## config.mk

```make
export PLATFORM = sky130hd
export DESIGN_NAME = serial_frame_receiver_sum_check_unit_flat
export DESIGN_NICKNAME = d
export VERILOG_FILES = /design/src/hdl/sfr_pkg.sv /design/src/hdl/sfr_rx_if.sv /design/src/hdl/sfr_res_if.sv /design/src/hdl/serial_frame_receiver_sum_check_unit.sv /design/src/hdl/sfr_ram.sv /design/src/flat_wrapper.sv
export SDC_FILE = /design/constraint.sdc
export NUM_CORES = 1
export LEC_CHECK = 0
export CAP_MARGIN = 5
export CORE_UTILIZATION = 45
export DETAILED_ROUTE_END_ITERATION = 8
export DONT_BUFFER_PORTS = 1
export PLACE_DENSITY = 0.64
export SLEW_MARGIN = 20
export SYNTH_ARGS = -nofsm -noshare
export SYNTH_HDL_FRONTEND = slang
export SYNTH_SLANG_ARGS = --single-unit
```

## constraint.sdc

```tcl
create_clock -name clk -period 6.65 [get_ports clk]
set_input_delay 1.33 -clock clk [delete_from_list [all_inputs] [get_ports clk]]
set_output_delay 1.33 -clock clk [all_outputs]
set_load 0.005 [all_outputs]
```

## src/hdl/sfr_pkg.sv

```systemverilog
`timescale 1ns / 1ps
// ----------------------------------------------------------------------------
// sfr_pkg
// Shared widths and constants of the serial frame receiver with sum check.
// ----------------------------------------------------------------------------
package sfr_pkg;

  localparam int unsigned FRAME_LEN_DEF = 8;
  localparam int unsigned BYTE_W        = 8;
  localparam int unsigned POS_W         = 5;
  localparam int unsigned IDX_W         = 5;

  localparam logic [BYTE_W-1:0] HEADER_BYTE = 8'hA3;
  localparam logic [BYTE_W-1:0] TYPE_MIN    = 8'h01;
  localparam logic [BYTE_W-1:0] TYPE_MAX    = 8'h03;

  localparam logic KIND_STATUS  = 1'b0;
  localparam logic KIND_PAYLOAD = 1'b1;

endpackage

```

## src/hdl/sfr_rx_if.sv

```systemverilog
`timescale 1ns / 1ps
// ----------------------------------------------------------------------------
// sfr_rx_if
// Received byte channel: valid, ready and one serial byte per item.
// ----------------------------------------------------------------------------
interface sfr_rx_if;
  import sfr_pkg::*;

  logic              valid;
  logic              ready;
  logic [BYTE_W-1:0] rx_byte;

  modport source (output valid, output rx_byte, input ready);
  modport sink   (input valid, input rx_byte, output ready);
endinterface

```

## src/hdl/sfr_res_if.sv

```systemverilog
`timescale 1ns / 1ps
// ----------------------------------------------------------------------------
// sfr_res_if
// Result channel: status items and payload items of good frames.
// ----------------------------------------------------------------------------
interface sfr_res_if;
  import sfr_pkg::*;

  logic              valid;
  logic              ready;
  logic              kind;
  logic [BYTE_W-1:0] running_sum;
  logic [IDX_W-1:0]  payload_index;
  logic [BYTE_W-1:0] payload_byte;
  logic              frame_good;
  logic              last;

  modport source (output valid, output kind, output running_sum, output payload_index,
                  output payload_byte, output frame_good, output last, input ready);
  modport sink   (input valid, input kind, input running_sum, input payload_index,
                  input payload_byte, input frame_good, input last, output ready);
endinterface

```

## src/hdl/serial_frame_receiver_sum_check_unit.sv

```systemverilog
`timescale 1ns / 1ps
// ----------------------------------------------------------------------------
// serial_frame_receiver_sum_check_unit
// Frame parser for header, type, payload and 8-bit additive checksum bytes.
// Payload bytes go to a RAM and are replayed after a matching checksum.
// ----------------------------------------------------------------------------
//  channel | dir | payload                                              | role
//  rx      | in  | rx_byte                                              | serial bytes
//  res     | out | kind running_sum payload_index payload_byte          | status and
//          |     | frame_good last                                      | payload items
//
//  a byte that ends no good frame: once it is accepted, its status item
//  sits in the output register on the next cycle
//  a matching checksum byte: ST_RD reads each payload byte from the RAM (read
//  data registered), ST_OUT loads it into the output register once it is free
//  rx is taken only in idle with the output register free or draining
//  rst is synchronous; position and sum clear, the RAM keeps its contents
// ----------------------------------------------------------------------------
module serial_frame_receiver_sum_check_unit #(
  parameter int unsigned FRAME_LEN = sfr_pkg::FRAME_LEN_DEF
) (
  input  logic      clk,
  input  logic      rst,
  sfr_rx_if.sink    rx,
  sfr_res_if.source res
);
  import sfr_pkg::*;

  localparam int unsigned PAYLOAD_LEN = FRAME_LEN - 3;
  localparam int unsigned AW          = (PAYLOAD_LEN > 1) ? $clog2(PAYLOAD_LEN) : 1;

  localparam logic [1:0] ST_IDLE = 2'd0;
  localparam logic [1:0] ST_RD   = 2'd1;
  localparam logic [1:0] ST_OUT  = 2'd2;
  localparam logic [1:0] ST_STAT = 2'd3;

  logic [1:0]        state;
  logic [POS_W-1:0]  pos;
  logic [POS_W-1:0]  pos_next;
  logic [BYTE_W-1:0] sum;
  logic [BYTE_W-1:0] sum_next;
  logic [AW-1:0]     idx;
  logic              good;
  logic              ram_we;
  logic [AW-1:0]     ram_waddr;
  logic [BYTE_W-1:0] ram_rdata;
  logic              out_free;
  logic              rx_fire;
  logic              o_load;

  logic              o_valid;
  logic              o_kind;
  logic [BYTE_W-1:0] o_sum;
  logic [IDX_W-1:0]  o_index;
  logic [BYTE_W-1:0] o_byte;
  logic              o_good;
  logic              o_last;

  sfr_ram #(
    .WIDTH (BYTE_W),
    .DEPTH (PAYLOAD_LEN)
  ) u_payload_ram (
    .clk   (clk),
    .we    (ram_we),
    .waddr (ram_waddr),
    .wdata (rx.rx_byte),
    .raddr (idx),
    .rdata (ram_rdata)
  );

  assign out_free  = !o_valid || res.ready;
  assign rx.ready  = (state == ST_IDLE) && out_free;
  assign rx_fire   = rx.valid && rx.ready;
  assign ram_waddr = AW'(pos - POS_W'(2));
  assign o_load    = ((state == ST_IDLE) && rx_fire && !good)
                  || (((state == ST_OUT) || (state == ST_STAT)) && out_free);

  always_comb begin
    pos_next = pos;
    sum_next = sum;
    good     = 1'b0;
    ram_we   = 1'b0;
    if (pos == POS_W'(0)) begin
      if (rx.rx_byte == HEADER_BYTE) begin
        sum_next = sum + rx.rx_byte;
        pos_next = POS_W'(1);
      end
    end else if (pos == POS_W'(1)) begin
      if (rx.rx_byte inside {[TYPE_MIN:TYPE_MAX]}) begin
        sum_next = sum + rx.rx_byte;
        pos_next = POS_W'(2);
      end else begin
        sum_next = '0;
        pos_next = '0;
      end
    end else if (pos == POS_W'(FRAME_LEN - 1)) begin
      good     = (rx.rx_byte == sum);
      sum_next = '0;
      pos_next = '0;
    end else begin
      ram_we   = rx_fire;
      sum_next = sum + rx.rx_byte;
      pos_next = pos + POS_W'(1);
    end
  end

  always_ff @(posedge clk) begin
    if (rst) begin
      state   <= ST_IDLE;
      pos     <= '0;
      sum     <= '0;
      idx     <= '0;
      o_valid <= 1'b0;
    end else begin
      if (res.ready && !o_load) begin
        o_valid <= 1'b0;
      end
      case (state)
        ST_IDLE: begin
          if (rx_fire) begin
            pos <= pos_next;
            sum <= sum_next;
            if (good) begin
              idx   <= '0;
              state <= ST_RD;
            end else begin
              o_valid <= 1'b1;
              o_kind  <= KIND_STATUS;
              o_sum   <= sum_next;
              o_index <= '0;
              o_byte  <= '0;
              o_good  <= 1'b0;
              o_last  <= 1'b1;
            end
          end
        end
        ST_RD: begin
          state <= ST_OUT;
        end
        ST_OUT: begin
          if (out_free) begin
            o_valid <= 1'b1;
            o_kind  <= KIND_PAYLOAD;
            o_sum   <= sum;
            o_index <= IDX_W'(idx);
            o_byte  <= ram_rdata;
            o_good  <= 1'b0;
            o_last  <= 1'b0;
            if (idx == AW'(PAYLOAD_LEN - 1)) begin
              state <= ST_STAT;
            end else begin
              idx   <= idx + AW'(1);
              state <= ST_RD;
            end
          end
        end
        ST_STAT: begin
          if (out_free) begin
            o_valid <= 1'b1;
            o_kind  <= KIND_STATUS;
            o_sum   <= sum;
            o_index <= '0;
            o_byte  <= '0;
            o_good  <= 1'b1;
            o_last  <= 1'b1;
            state   <= ST_IDLE;
          end
        end
        default: begin
          state <= ST_IDLE;
        end
      endcase
    end
  end

  assign res.valid         = o_valid;
  assign res.kind          = o_kind;
  assign res.running_sum   = o_sum;
  assign res.payload_index = o_index;
  assign res.payload_byte  = o_byte;
  assign res.frame_good    = o_good;
  assign res.last          = o_last;

endmodule

```

## src/hdl/sfr_ram.sv

```systemverilog
`timescale 1ns / 1ps
// ----------------------------------------------------------------------------
// sfr_ram
// Generic single write port, single read port RAM with registered read data.
// ----------------------------------------------------------------------------
module sfr_ram #(
  parameter int unsigned WIDTH = 8,
  parameter int unsigned DEPTH = 5
) (
  input  logic                                         clk,
  input  logic                                         we,
  input  logic [((DEPTH > 1) ? $clog2(DEPTH) : 1)-1:0] waddr,
  input  logic [WIDTH-1:0]                             wdata,
  input  logic [((DEPTH > 1) ? $clog2(DEPTH) : 1)-1:0] raddr,
  output logic [WIDTH-1:0]                             rdata
);

  logic [WIDTH-1:0] mem [DEPTH];

  always_ff @(posedge clk) begin
    if (we) begin
      mem[waddr] <= wdata;
    end
    rdata <= mem[raddr];
  end

endmodule

```

## src/flat_wrapper.sv

```systemverilog
// flat-port wrapper written by rule: the top's interface ports become plain ports
module serial_frame_receiver_sum_check_unit_flat import sfr_pkg::*;
#(
  parameter int unsigned FRAME_LEN = sfr_pkg::FRAME_LEN_DEF
)
  (clk, rst, rx_valid, rx_rx_byte, rx_ready, res_valid, res_kind, res_running_sum, res_payload_index, res_payload_byte, res_frame_good, res_last, res_ready);
  sfr_rx_if rx_i ();
  sfr_res_if res_i ();
  input  logic clk;
  input  logic rst;
  input wire logic [$bits(rx_i.valid)-1:0] rx_valid;
  input wire logic [$bits(rx_i.rx_byte)-1:0] rx_rx_byte;
  output wire logic [$bits(rx_i.ready)-1:0] rx_ready;
  output wire logic [$bits(res_i.valid)-1:0] res_valid;
  output wire logic [$bits(res_i.kind)-1:0] res_kind;
  output wire logic [$bits(res_i.running_sum)-1:0] res_running_sum;
  output wire logic [$bits(res_i.payload_index)-1:0] res_payload_index;
  output wire logic [$bits(res_i.payload_byte)-1:0] res_payload_byte;
  output wire logic [$bits(res_i.frame_good)-1:0] res_frame_good;
  output wire logic [$bits(res_i.last)-1:0] res_last;
  input wire logic [$bits(res_i.ready)-1:0] res_ready;
  assign rx_i.valid = rx_valid;
  assign rx_i.rx_byte = rx_rx_byte;
  assign rx_ready = rx_i.ready;
  assign res_valid = res_i.valid;
  assign res_kind = res_i.kind;
  assign res_running_sum = res_i.running_sum;
  assign res_payload_index = res_i.payload_index;
  assign res_payload_byte = res_i.payload_byte;
  assign res_frame_good = res_i.frame_good;
  assign res_last = res_i.last;
  assign res_i.ready = res_ready;
  serial_frame_receiver_sum_check_unit #(.FRAME_LEN(FRAME_LEN)) u_core (.clk(clk), .rst(rst), .rx(rx_i), .res(res_i));
endmodule
```

# ---- Word level (Yosys, flattened, before mapping)
# Memories as Yosys holds them, arrays and structs flattened. A register that Yosys moved wholly into a read port is not among the register bits.
# Cells that the tools add are included.
dict set report word_totals {
  ff_bits 43
  latchBits 0
  mem_bits_rw 40
  romBits 0
  inputBits 12
  word_cells 117
  n_memories 1
}
dict set report op_classes {
  addsub 4
  mul 0
  div_mod_pow 0
  order_cmp 2
  n_eq_ne 16
  shift 0
  muxes 57
  bitwise_logic 1
  reduce_logical 25
}
# memory words width read_ports rd_ports_with_merged_regs wr line
set mem_list {}
lappend mem_list {u_core.u_payload_ram.mem 5 8 1 1 1 sfr_ram.sv:18} ;# logic [WIDTH-1:0] mem [DEPTH];
# op count
set ops {}
lappend ops {{$mux 8} 12}
lappend ops {{$mux 5} 8}
lappend ops {{$pmux 8 s3} 1}
lappend ops {{$mux 1} 18}
lappend ops {{$pmux 8 s2} 1}
lappend ops {{$pmux 5 s3} 1}
lappend ops {{$mux 2} 6}
lappend ops {{$mux 3} 4}
lappend ops {{$ne 2x1->1 const B} 5}
lappend ops {{$reduce_and 5->1} 2}
lappend ops {{$pmux 1 s3} 3}
lappend ops {{$add 8x8->8} 1}
lappend ops {{$eq 8x8->1} 1}
lappend ops {{$eq 8x8->1 const B} 1}
lappend ops {{$ge 8x1->1 const B} 1}
lappend ops {{$le 8x2->1 const B} 1}
lappend ops {{$pmux 2 s4} 1}
lappend ops {{$logic_and 1x1->1} 7}
lappend ops {{$ne 2x2->1 const B} 3}
lappend ops {{$pmux 3 s2} 1}
lappend ops {{$reduce_and 6->1} 1}
lappend ops {{$add 5x1->5 const B} 1}
lappend ops {{$eq 5x1->1 const B} 1}
lappend ops {{$eq 5x3->1 const B} 1}
lappend ops {{17 further kinds} 23}

# ---- Depth between registers and ports, before layout
# Gate-level depths: netlist of run 1.
dict set report depth {
  depth_word 13
  depth_mapped 7
  ltp_nobuf 7
}

# ---- Cells and area by module
# A second synthesis of run 1 with hierarchy kept.
dict set report unflattened {
  hier_cells 339
  area_unflattened_um2 4057.6
}
# module instances cells_per_inst area_each_um2 seq_area_each_um2
set modules_own_cells {}
lappend modules_own_cells {serial_frame_receiver_sum_check_unit 1 237 2287.2 1041.0}
lappend modules_own_cells {sfr_ram 1 102 1770.4 1361.3}

# ---- Least setup slack after synthesis of run 1
# Ideal clock, no wire load.
dict set report synth_path {
  kind {input-to-reg}
  startpoint {input rx_rx_byte[2]}
  endpoint {register u_core.o_good, in the netlist u_core.res.frame_good, enable pin}
  setup_ns 0.407
  t_arrival_ns 3.585
  t_required_ns 6.243
  setup_slack_ns 2.658
  stages 5
  path_buffers 0
  path_cell_list {ha_1 -> nor3_1 -> and4_1 -> or3b_2 -> a211oi_1}
}
dict set report synth_between {
  elab_chain_cells 6
}
# element line
set synth_lines {}
lappend synth_lines {{start: declaration} flat_wrapper.sv:12} ;# input wire logic [$bits(rx_i.rx_byte)-1:0] rx_rx_byte;
lappend synth_lines {{$eq 8x8->1} serial_frame_receiver_sum_check_unit.sv:97} ;# good = (rx.rx_byte == sum);
lappend synth_lines {{$mux 1} serial_frame_receiver_sum_check_unit.sv:96} ;# end else if (pos == POS_W'(FRAME_LEN - 1)) begin
lappend synth_lines {{$mux 1} serial_frame_receiver_sum_check_unit.sv:88} ;# end else if (pos == POS_W'(1)) begin
lappend synth_lines {{$mux 1} serial_frame_receiver_sum_check_unit.sv:83} ;# if (pos == POS_W'(0)) begin
lappend synth_lines {{$ne 2x2->1 (no line)} --}
lappend synth_lines {{$reduce_and 6->1 (no line)} --}
lappend synth_lines {{end signal: assignment} serial_frame_receiver_sum_check_unit.sv:132} ;# o_good <= 1'b0;
lappend synth_lines {{end signal: assignment} serial_frame_receiver_sum_check_unit.sv:147} ;# o_good <= 1'b0;
lappend synth_lines {{end signal: assignment} serial_frame_receiver_sum_check_unit.sv:164} ;# o_good <= 1'b1;
lappend synth_lines {{end: declaration} serial_frame_receiver_sum_check_unit.sv:56} ;# logic o_good;
# Every way passes these cells.
# A chain may end at the register's enable or synchronous reset.

# ---- Worst setup path in the final report of run 1
dict set report layout_path {
  startpoint {input res_ready}
  endpoint {output rx_ready}
}
dict set report layout_between {
  elab_chain_cells 2
}
# element line
set layout_lines {}
lappend layout_lines {{start: declaration} flat_wrapper.sv:21} ;# input wire logic [$bits(res_i.ready)-1:0] res_ready;
lappend layout_lines {{$logic_or 1x1->1} serial_frame_receiver_sum_check_unit.sv:71} ;# assign out_free = !o_valid || res.ready;
lappend layout_lines {{$logic_and 1x1->1} serial_frame_receiver_sum_check_unit.sv:72} ;# assign rx.ready = (state == ST_IDLE) && out_free;
lappend layout_lines {{end: declaration} flat_wrapper.sv:13} ;# output wire logic [$bits(rx_i.ready)-1:0] rx_ready;
# Every way passes these cells.

==> results of run 1 <==
stage by stage:
stage | worst slack [ns] | std cells | hold slack, ns | total power, mW
final | 3.34 | 414 | 0.479 | 1.03
after global routing | 3.25 | 414 | 0.496 | 1.06
after global placement | 2.80 | 398 | 0.459 | 0.633
after CTS | 3.00 | 414 | 0.477 | 1.04
after detailed placement | 2.61 | 398 | 0.456 | 0.634
after floorplan | 2.66 | 305 | 0.448 | 0.630
cell type report:
| class | count | area [um^2] | area share [%] |
|---|---|---|---|
| inverters | 10 | 37.5 | 0.886 |
| well taps | 105 | 131 | 3.10 |
| clock buffers | 9 | 124 | 2.92 |
| flip-flops and latches | 89 | 2400 | 56.7 |
| clock inverters | 7 | 97.6 | 2.30 |
| multi-input cells | 194 | 1450 | 34.1 |
power by group through the flow:
stage,Clock [mW],Sequential [mW],Combinational [mW]
2_1_floorplan,0,0.611,0.0193
3_3_place_gp,0,0.611,0.0217
3_5_place_dp,0,0.612,0.0220
4_1_cts,0.418,0.599,0.0222
5_1_grt,0.437,0.599,0.0253
6_report,0.409,0.598,0.0226
worst max-delay path by stage:
stage | start | end | slack (ns) | depth (start not counted)
after floorplan | rx_rx_byte[2] | u_core.res.frame_good$_DFFE_PP_ | 2.66 | 5
after global placement | rx_rx_byte[2] | u_core.res.running_sum[2]$_DFFE_PP_ | 2.80 | 5
after detailed placement | rx_rx_byte[6] | u_core.res.running_sum[4]$_DFFE_PP_ | 2.61 | 5
after CTS | rx_rx_byte[6] | u_core.res.running_sum[3]$_DFFE_PP_ | 3.00 | 5
after global routing | res_ready | rx_ready | 3.25 | 2
final | res_ready | rx_ready | 3.34 | 2
sequential cells by signal, indices dropped and copies added, names as in the netlist:
| register | count |
|---|---|
| u_core.sum | 8 |
| u_core.idx | 3 |
| u_core.state | 2 |
| u_core.res.kind | 1 |
| u_core.u_payload_ram.mem | 40 |
| u_core.res.running_sum | 8 |
| u_core.u_payload_ram.rdata | 8 |
| u_core.res.last | 1 |
| u_core.pos | 5 |
| u_core.res.frame_good | 1 |
| u_core.res.payload_index | 3 |
| u_core.res.payload_byte | 8 |
| u_core.res.valid | 1 |
layout by cell type, fill, tap and decap left out, types with 3 or more instances in the layout:
cell | synthesis | final
mux4_2 | 8 | 8
a21o_1 | 3 | 3
o21ai_0 | 14 | 14
or3b_2 | 3 | 3
o21a_1 | 3 | 3
nor2_1 | 15 | 15
nor3_1 | 4 | 4
xnor2_1 | 6 | 6
nand3_1 | 10 | 10
a31oi_1 | 3 | 3
mux2_2 | 10 | 10
edfxtp_1 | 62 | 62
clkbuf_8 | 0 | 9
inv_6 | 0 | 3
or3_1 | 3 | 3
o211ai_1 | 3 | 3
inv_1 | 10 | 10
nand2b_1 | 4 | 4
a21oi_1 | 16 | 16
nand4_1 | 3 | 3
ha_1 | 12 | 12
dfxtp_1 | 27 | 27
nand2_1 | 29 | 29
and2_1 | 12 | 12
cells by family after synthesis:
group,Yosys count,share of synthesized area [%]
simple gates,99,13.8
flops,89,61.3
compound gates,53,8.55
buf+inv,22,2.39
mux,20,7.98
fa+ha+maj,13,4.34
xor+xnor,7,1.56
other cells,1,0.0957
metal layers:
layer | vias to the layer above | GRT usage [%] | part of all wire (%)
met5 | - | 0 | 0
met4 | 0 | 7.58 | 1.4
met3 | 10 | 3.99 | 4.1
met2 | 53 | 30.7 | 50
met1 | 1139 | 24.3 | 45
li1 | 1127 | - | -
==> results.py, run 1 <==
metrics = {
    "run_status": {
        "outcome": "finished, final reports clean",
    },
    "clock_tree": {
        "postCtsSetupRepairBufs": 0,
        "clock_sinks": 89,
        "cts_tree": "yes",
        "clock_path_buffers": 2,
        "cts-resized-gates": 0,
        "ctsRootBufferMaster": "clkbuf_8",
        "cts_buffers": 9,
        "clk-insertion-delay-late_ns": 0.36,
        "ctsHtreeMaxLevel": 3,
        "clk_pin_slew_ns": 0.09,
        "ctsHoldBuffers": 0,
    },
    "flow_run": {
        "cap_violations": 0,
    },
    "power_and_ir_drop": {
        "switching_share_pct": 20.6,
        "p_seq_share_pct": 58.1,
        "p_int_mw": 0.819,
        "p_comb_share_pct": 2.2,
        "p_leak_nw": 1.38,
        "clockPowerShare_pct": 39.7,
        "powerDensity_nw_per_um2": 243,
        "p_sw_mw": 0.212,
        "ir_drop_mv": 0.121,
    },
    "logic_synthesis": {
        "async_flop_share_pct": 0,
        "synth_cells": 304,
        "mappedNetlistArea_um2": 3920,
        "synth_enable_flop_cells": 62,
        "synth.most_common_cell": "edfxtp_1",
        "yosysTopAreaCell": "edfxtp_1",
        "synth_commonest_cells": "62 x edfxtp_1, 29 x nand2_1, 27 x dfxtp_1, 16 x a21oi_1, 15 x nor2_1",
        "syn-mean-instance-area_um2": 12.9,
        "synth_top_cell_area_share_pct": 47.5,
        "ys_ff_latch": 89,
        "synth.distinct_cells": 50,
        "ys_seq_area_share_pct": 61.3,
        "ys_warn_count": 0,
        "ys.flop_type": "edfxtp_1",
        "synth_area_leaders": "edfxtp_1 47%, dfxtp_1 14%, mux4_2 4.6%",
    },
    "floorplan": {
        "dieArea_um2": 9090,
        "fp-row-count": 33,
        "die_y_um": 95.3,
        "die_w_um": 95.3,
        "start_util_pct": 47.0,
        "core_area_um2": 8340,
        "ios": 38,
    },
    "setup_path": {
        "worstPathCellList": "nor2b_1 > nor3_1",
        "cp_top_family": "simple AND/OR/NAND/NOR gates",
        "slowest_delay_ns": 0.50,
        "reg2reg_depth": 5,
        "ff2ff_setup_slack_ns": 4.02,
        "path_buf_inv": 0,
        "criticalPathCategory": "in -> out",
        "r2r-start": "u_core.sum[4]$_SDFFE_PP0P_",
        "crit_path_start_kind": "input pin",
        "crit_required_ns": 5.32,
        "critPathSlowestCell": "nor2b_1",
        "crit_fanout": 5,
        "endpoint_kind": "output port",
        "critPathArrivalTime_ns": 1.98,
        "r2r-end": "u_core.res.running_sum[7]$_DFFE_PP_",
    },
    "cells_and_area": {
        "drive_gt1_share_pct": 14.6,
        "design_area_um2": 4240,
        "layout.nets": 329,
        "area_growth_pct": 8.11,
        "diodes": 0,
        "final_core_util_pct": 50.8,
        "fillers": 735,
    },
    "timing": {
        "finClkSkew_ns": 0.0101,
        "setup_violations": 0,
        "min_period_ns": 3.31,
        "hold_violations": 0,
        "period_share_pct": 49.7,
        "rsz0062_at_grt": "no",
        "drv_slew": 0,
        "worstMarginPinSlew_ns": 0.978,
        "fin_tns_setup_ns": 0,
        "timing.slew.headroom_pct": 34.6,
        "fmax_mhz": 302,
    },
    "drt": {
        "first_pass_iters": 4,
        "drt_iter0_drc": 91,
        "drc": 0,
        "vias": 2329,
        "ant_nets": 0,
        "via_per_inst": 5.63,
        "avgRoutedWirePerCell_um": 18.5,
        "routed_wl_um": 7680,
    },
    "hold_path": {
        "hold_path_depth": 2,
        "min_path_type": "reg -> reg",
        "hold_path_end": "u_core.sum[0]$_SDFFE_PP0P_",
        "holdCritStartpoint": "u_core.sum[0]$_SDFFE_PP0P_",
    },
    "grt": {
        "grt_max_degree": 21,
        "grt_pass1_wl_um": 12000,
        "grt_pass1_vias": 2221,
        "antenna_found_initial": 0,
        "grt_util_all_layers_pct": 18.8,
        "grt-ovfl-total": 0,
    },
    "place": {
        "hpwl_um": 5480,
        "routabilityCongestion": 0.892,
        "dpl-instance-area_um2": 4000,
        "port_buffers": 0,
    },
}
(Power assumes the default switching activity.)
==> run 2, diff against run 1 <==
ABC_AREA = 1   (was not set)
clock period = 3.3 ns   (was 6.65 ns; I/O delays follow)
==> run 2 against run 1 <==
  * The run now ends with DRC left
  * Power rose by 110%
  * Design area up 4.9%
  * Die area grew 4.9%
  * Core utilization decreased by 0.33 points
  * First-iteration DRC count up 71%
  * Worst setup slack lost 2.4 ns
  * Combinational power increased to 5.0 times the previous value
  * Non-clock buffer count rose by 3
  * Clock skew shrank 0.0037 ns
  * Count of clock-buffer cells in the layout unchanged
  * Largest cell class unchanged
  * Largest power group unchanged
==> results.py, run 2 <==
metrics = {
    "run_status": {
        "outcome": "complete, but fails checks",
        "violations": "DRC",
    },
    "drt": {
        "ant_nets": 0,
        "avgRoutedWirePerCell_um": 15.2,
        "drc": 8,
        "via_per_inst": 5.26,
        "routed_wl_um": 8290,
        "drt_iter0_drc": 156,
        "vias": 2873,
        "first_pass_iters": 7,
    },
    "power_and_ir_drop": {
        "p_seq_share_pct": 56.4,
        "p_int_mw": 1.69,
        "p_leak_nw": 1.76,
        "p_sw_mw": 0.482,
        "ir_drop_mv": 0.285,
        "powerDensity_nw_per_um2": 488,
        "clockPowerShare_pct": 38.4,
        "switching_share_pct": 22.2,
        "p_comb_share_pct": 5.2,
        "finalPower_mw": 2.17,
    },
    "logic_synthesis": {
        "synth_commonest_cells": "70 x nor2_1, 62 x edfxtp_1, 62 x nand2_1, 41 x inv_1, 31 x o21ai_0",
        "synth_enable_flop_cells": 62,
        "async_flop_share_pct": 0,
        "ys_ff_latch": 89,
        "synth_mux_area_share_pct": 0,
        "ys_seq_area_share_pct": 58.3,
        "ys.flop_type": "edfxtp_1",
        "synth.most_common_cell": "nor2_1",
        "synth_cells": 430,
        "synth-xor-area-share_pct": 0.851,
        "synth.distinct_cells": 37,
        "synth_compound_area_share_pct": 10.3,
        "synth_area_leaders": "edfxtp_1 45%, dfxtp_1 13%, nor2_1 6.4%",
        "syn-mean-instance-area_um2": 9.58,
        "synth-simple-area-share_pct": 20.1,
        "synth_top_family_by_area": "simple AND/OR/NAND/NOR gates",
        "synth_top_cell_area_share_pct": 45.2,
        "ys_warn_count": 0,
        "mappedNetlistArea_um2": 4120,
        "synthAdderAreaFrac_pct": 4.13,
        "yosysTopAreaCell": "edfxtp_1",
    },
    "floorplan": {
        "die_y_um": 97.7,
        "die_w_um": 97.7,
        "ios": 38,
        "start_util_pct": 46.8,
        "fp-row-count": 34,
        "core_area_um2": 8810,
        "dieArea_um2": 9540,
    },
    "grt": {
        "grt_pass1_wl_um": 13700,
        "grt_util_all_layers_pct": 19.0,
        "grt_pass1_vias": 2648,
        "grt_max_degree": 20,
        "antenna_found_initial": 0,
        "grt-ovfl-total": 0,
    },
    "clock_tree": {
        "clock_path_buffers": 2,
        "ctsHoldBuffers": 0,
        "cts_tree": "yes",
        "ctsHtreeMaxLevel": 3,
        "cts-resized-gates": 0,
        "clk_pin_slew_ns": 0.09,
        "cts_buffers": 9,
        "clock_sinks": 89,
        "postCtsSetupRepairBufs": 0,
        "ctsRootBufferMaster": "clkbuf_8",
        "clk-insertion-delay-late_ns": 0.36,
    },
    "timing": {
        "drv_slew": 0,
        "hold_violations": 0,
        "min_period_ns": 2.34,
        "rsz0062_at_grt": "no",
        "worstMarginPinSlew_ns": 0.710,
        "finClkSkew_ns": 0.00639,
        "period_share_pct": 71.0,
        "timing.slew.headroom_pct": 52.5,
        "fmax_mhz": 427,
        "setup_violations": 0,
        "fin_tns_setup_ns": 0,
    },
    "cells_and_area": {
        "regArea_um2": 2400,
        "layout.nets": 458,
        "fillers": 790,
        "largest_register_ffs": 40,
        "drive_gt1_share_pct": 11.6,
        "area_growth_pct": 7.96,
        "largest-register": "u_core.u_payload_ram.mem",
        "layout_common_cells": "70 x nor2_1, 62 x nand2_1, 62 x edfxtp_1",
        "multi_input_area_um2": 1470,
        "layout.cells.most_common": "nor2_1",
        "diodes": 0,
    },
    "setup_path": {
        "crit_fanout": 15,
        "crit_required_ns": 3.29,
        "endpoint_kind": "register",
        "critPathArrivalTime_ns": 2.34,
        "criticalPathCategory": "reg -> reg",
        "crit_path_start_kind": "register",
    },
    "flow_run": {
        "cap_violations": 0,
    },
    "place": {
        "port_buffers": 0,
        "routabilityCongestion": 0.879,
        "hpwl_um": 5950,
    },
    "hold_path": {
        "min_path_type": "in -> reg",
    },
}
## run 2: cell count changes in the layout (fill, tap and decap cells not counted), sizes merged, moves of 4 or more
cell    change
nand2      +40
nand2b      -4
a31oi       +7
a211oi      -4
nand3      +10
and2       -12
mux2       -10
inv        +40
or3b        -4
a21oi       +8
mux4        -8
o21ai      +25
nor2       +62
## run 2: routing by layer
metal  track usage (%)  up-vias  share of wire [%]
li1                  -     1453                  -
met1              28.1     1310                 48
met2              27.8      100                 44
met3              4.39       10                6.4
met4              5.13        0                1.1
met5                 0        -                  0
## run 2: path summary, 6_finish.rpt
check	depth (start not counted)	start	end	slack, ns
worst min-delay path	1	rst	u_core.res.valid$_SDFF_PP0_	0.35
worst min register to register	2	u_core.idx[2]$_SDFFE_PP0P_	u_core.idx[2]$_SDFFE_PP0P_	0.50
worst max register to register	7	u_core.state[1]$_SDFFE_PP0P_	u_core.u_payload_ram.mem[2][0]$_DFFE_PP_	0.96
worst max-delay path	7	u_core.state[1]$_SDFFE_PP0P_	u_core.u_payload_ram.mem[2][0]$_DFFE_PP_	0.96
## run 2: power groups by stage
stage	Sequential (mW)	Combinational, mW	Clock [mW]
floorplan	1.24	0.0950	0
global placement	1.25	0.110	0
detailed placement	1.25	0.111	0
CTS	1.22	0.112	0.851
global route	1.22	0.129	0.894
finish	1.22	0.112	0.832
## run 2: final cells by class
type / count / share of cell area [%]
clock inverters: 7 / 2.28
repair buffers: 3 / 0.507
inverters: 52 / 4.39
multi-input cells: 278 / 33.0
well taps: 108 / 3.04
flip-flops and latches: 89 / 54.0
clock buffers: 9 / 2.79
## run 2: cells by family after synthesis
family / count (synthesis)
xor+xnor: 4
fa+ha+maj: 13
simple gates: 181
other cells: 1
compound gates: 78
buf+inv: 64
flops: 89
## run 2: per-stage QoR
step | setup slack, ns | hold WS (ns) | std cells | instance area, um^2 | util [%]
floorplan | 0.986 | 0.468 | 431 | 4120 | -
global placement | 0.835 | 0.484 | 530 | 4220 | 47.9
detailed placement | 0.752 | 0.486 | 530 | 4220 | 47.9
CTS | 0.927 | 0.347 | 546 | 4450 | 50.5
global route | 0.760 | 0.332 | 546 | 4450 | 50.5
finish | 0.958 | 0.353 | 546 | 4450 | 50.5
## run 2: critical path: stages (launching register included)
cell	delay, ns
dfxtp_1	0.47
nor2_2	0.19
nand2_2	0.12
nor2_8	0.22
inv_2	0.11
nor3_2	0.20
nand2_2	0.10
nor2_1	0.56
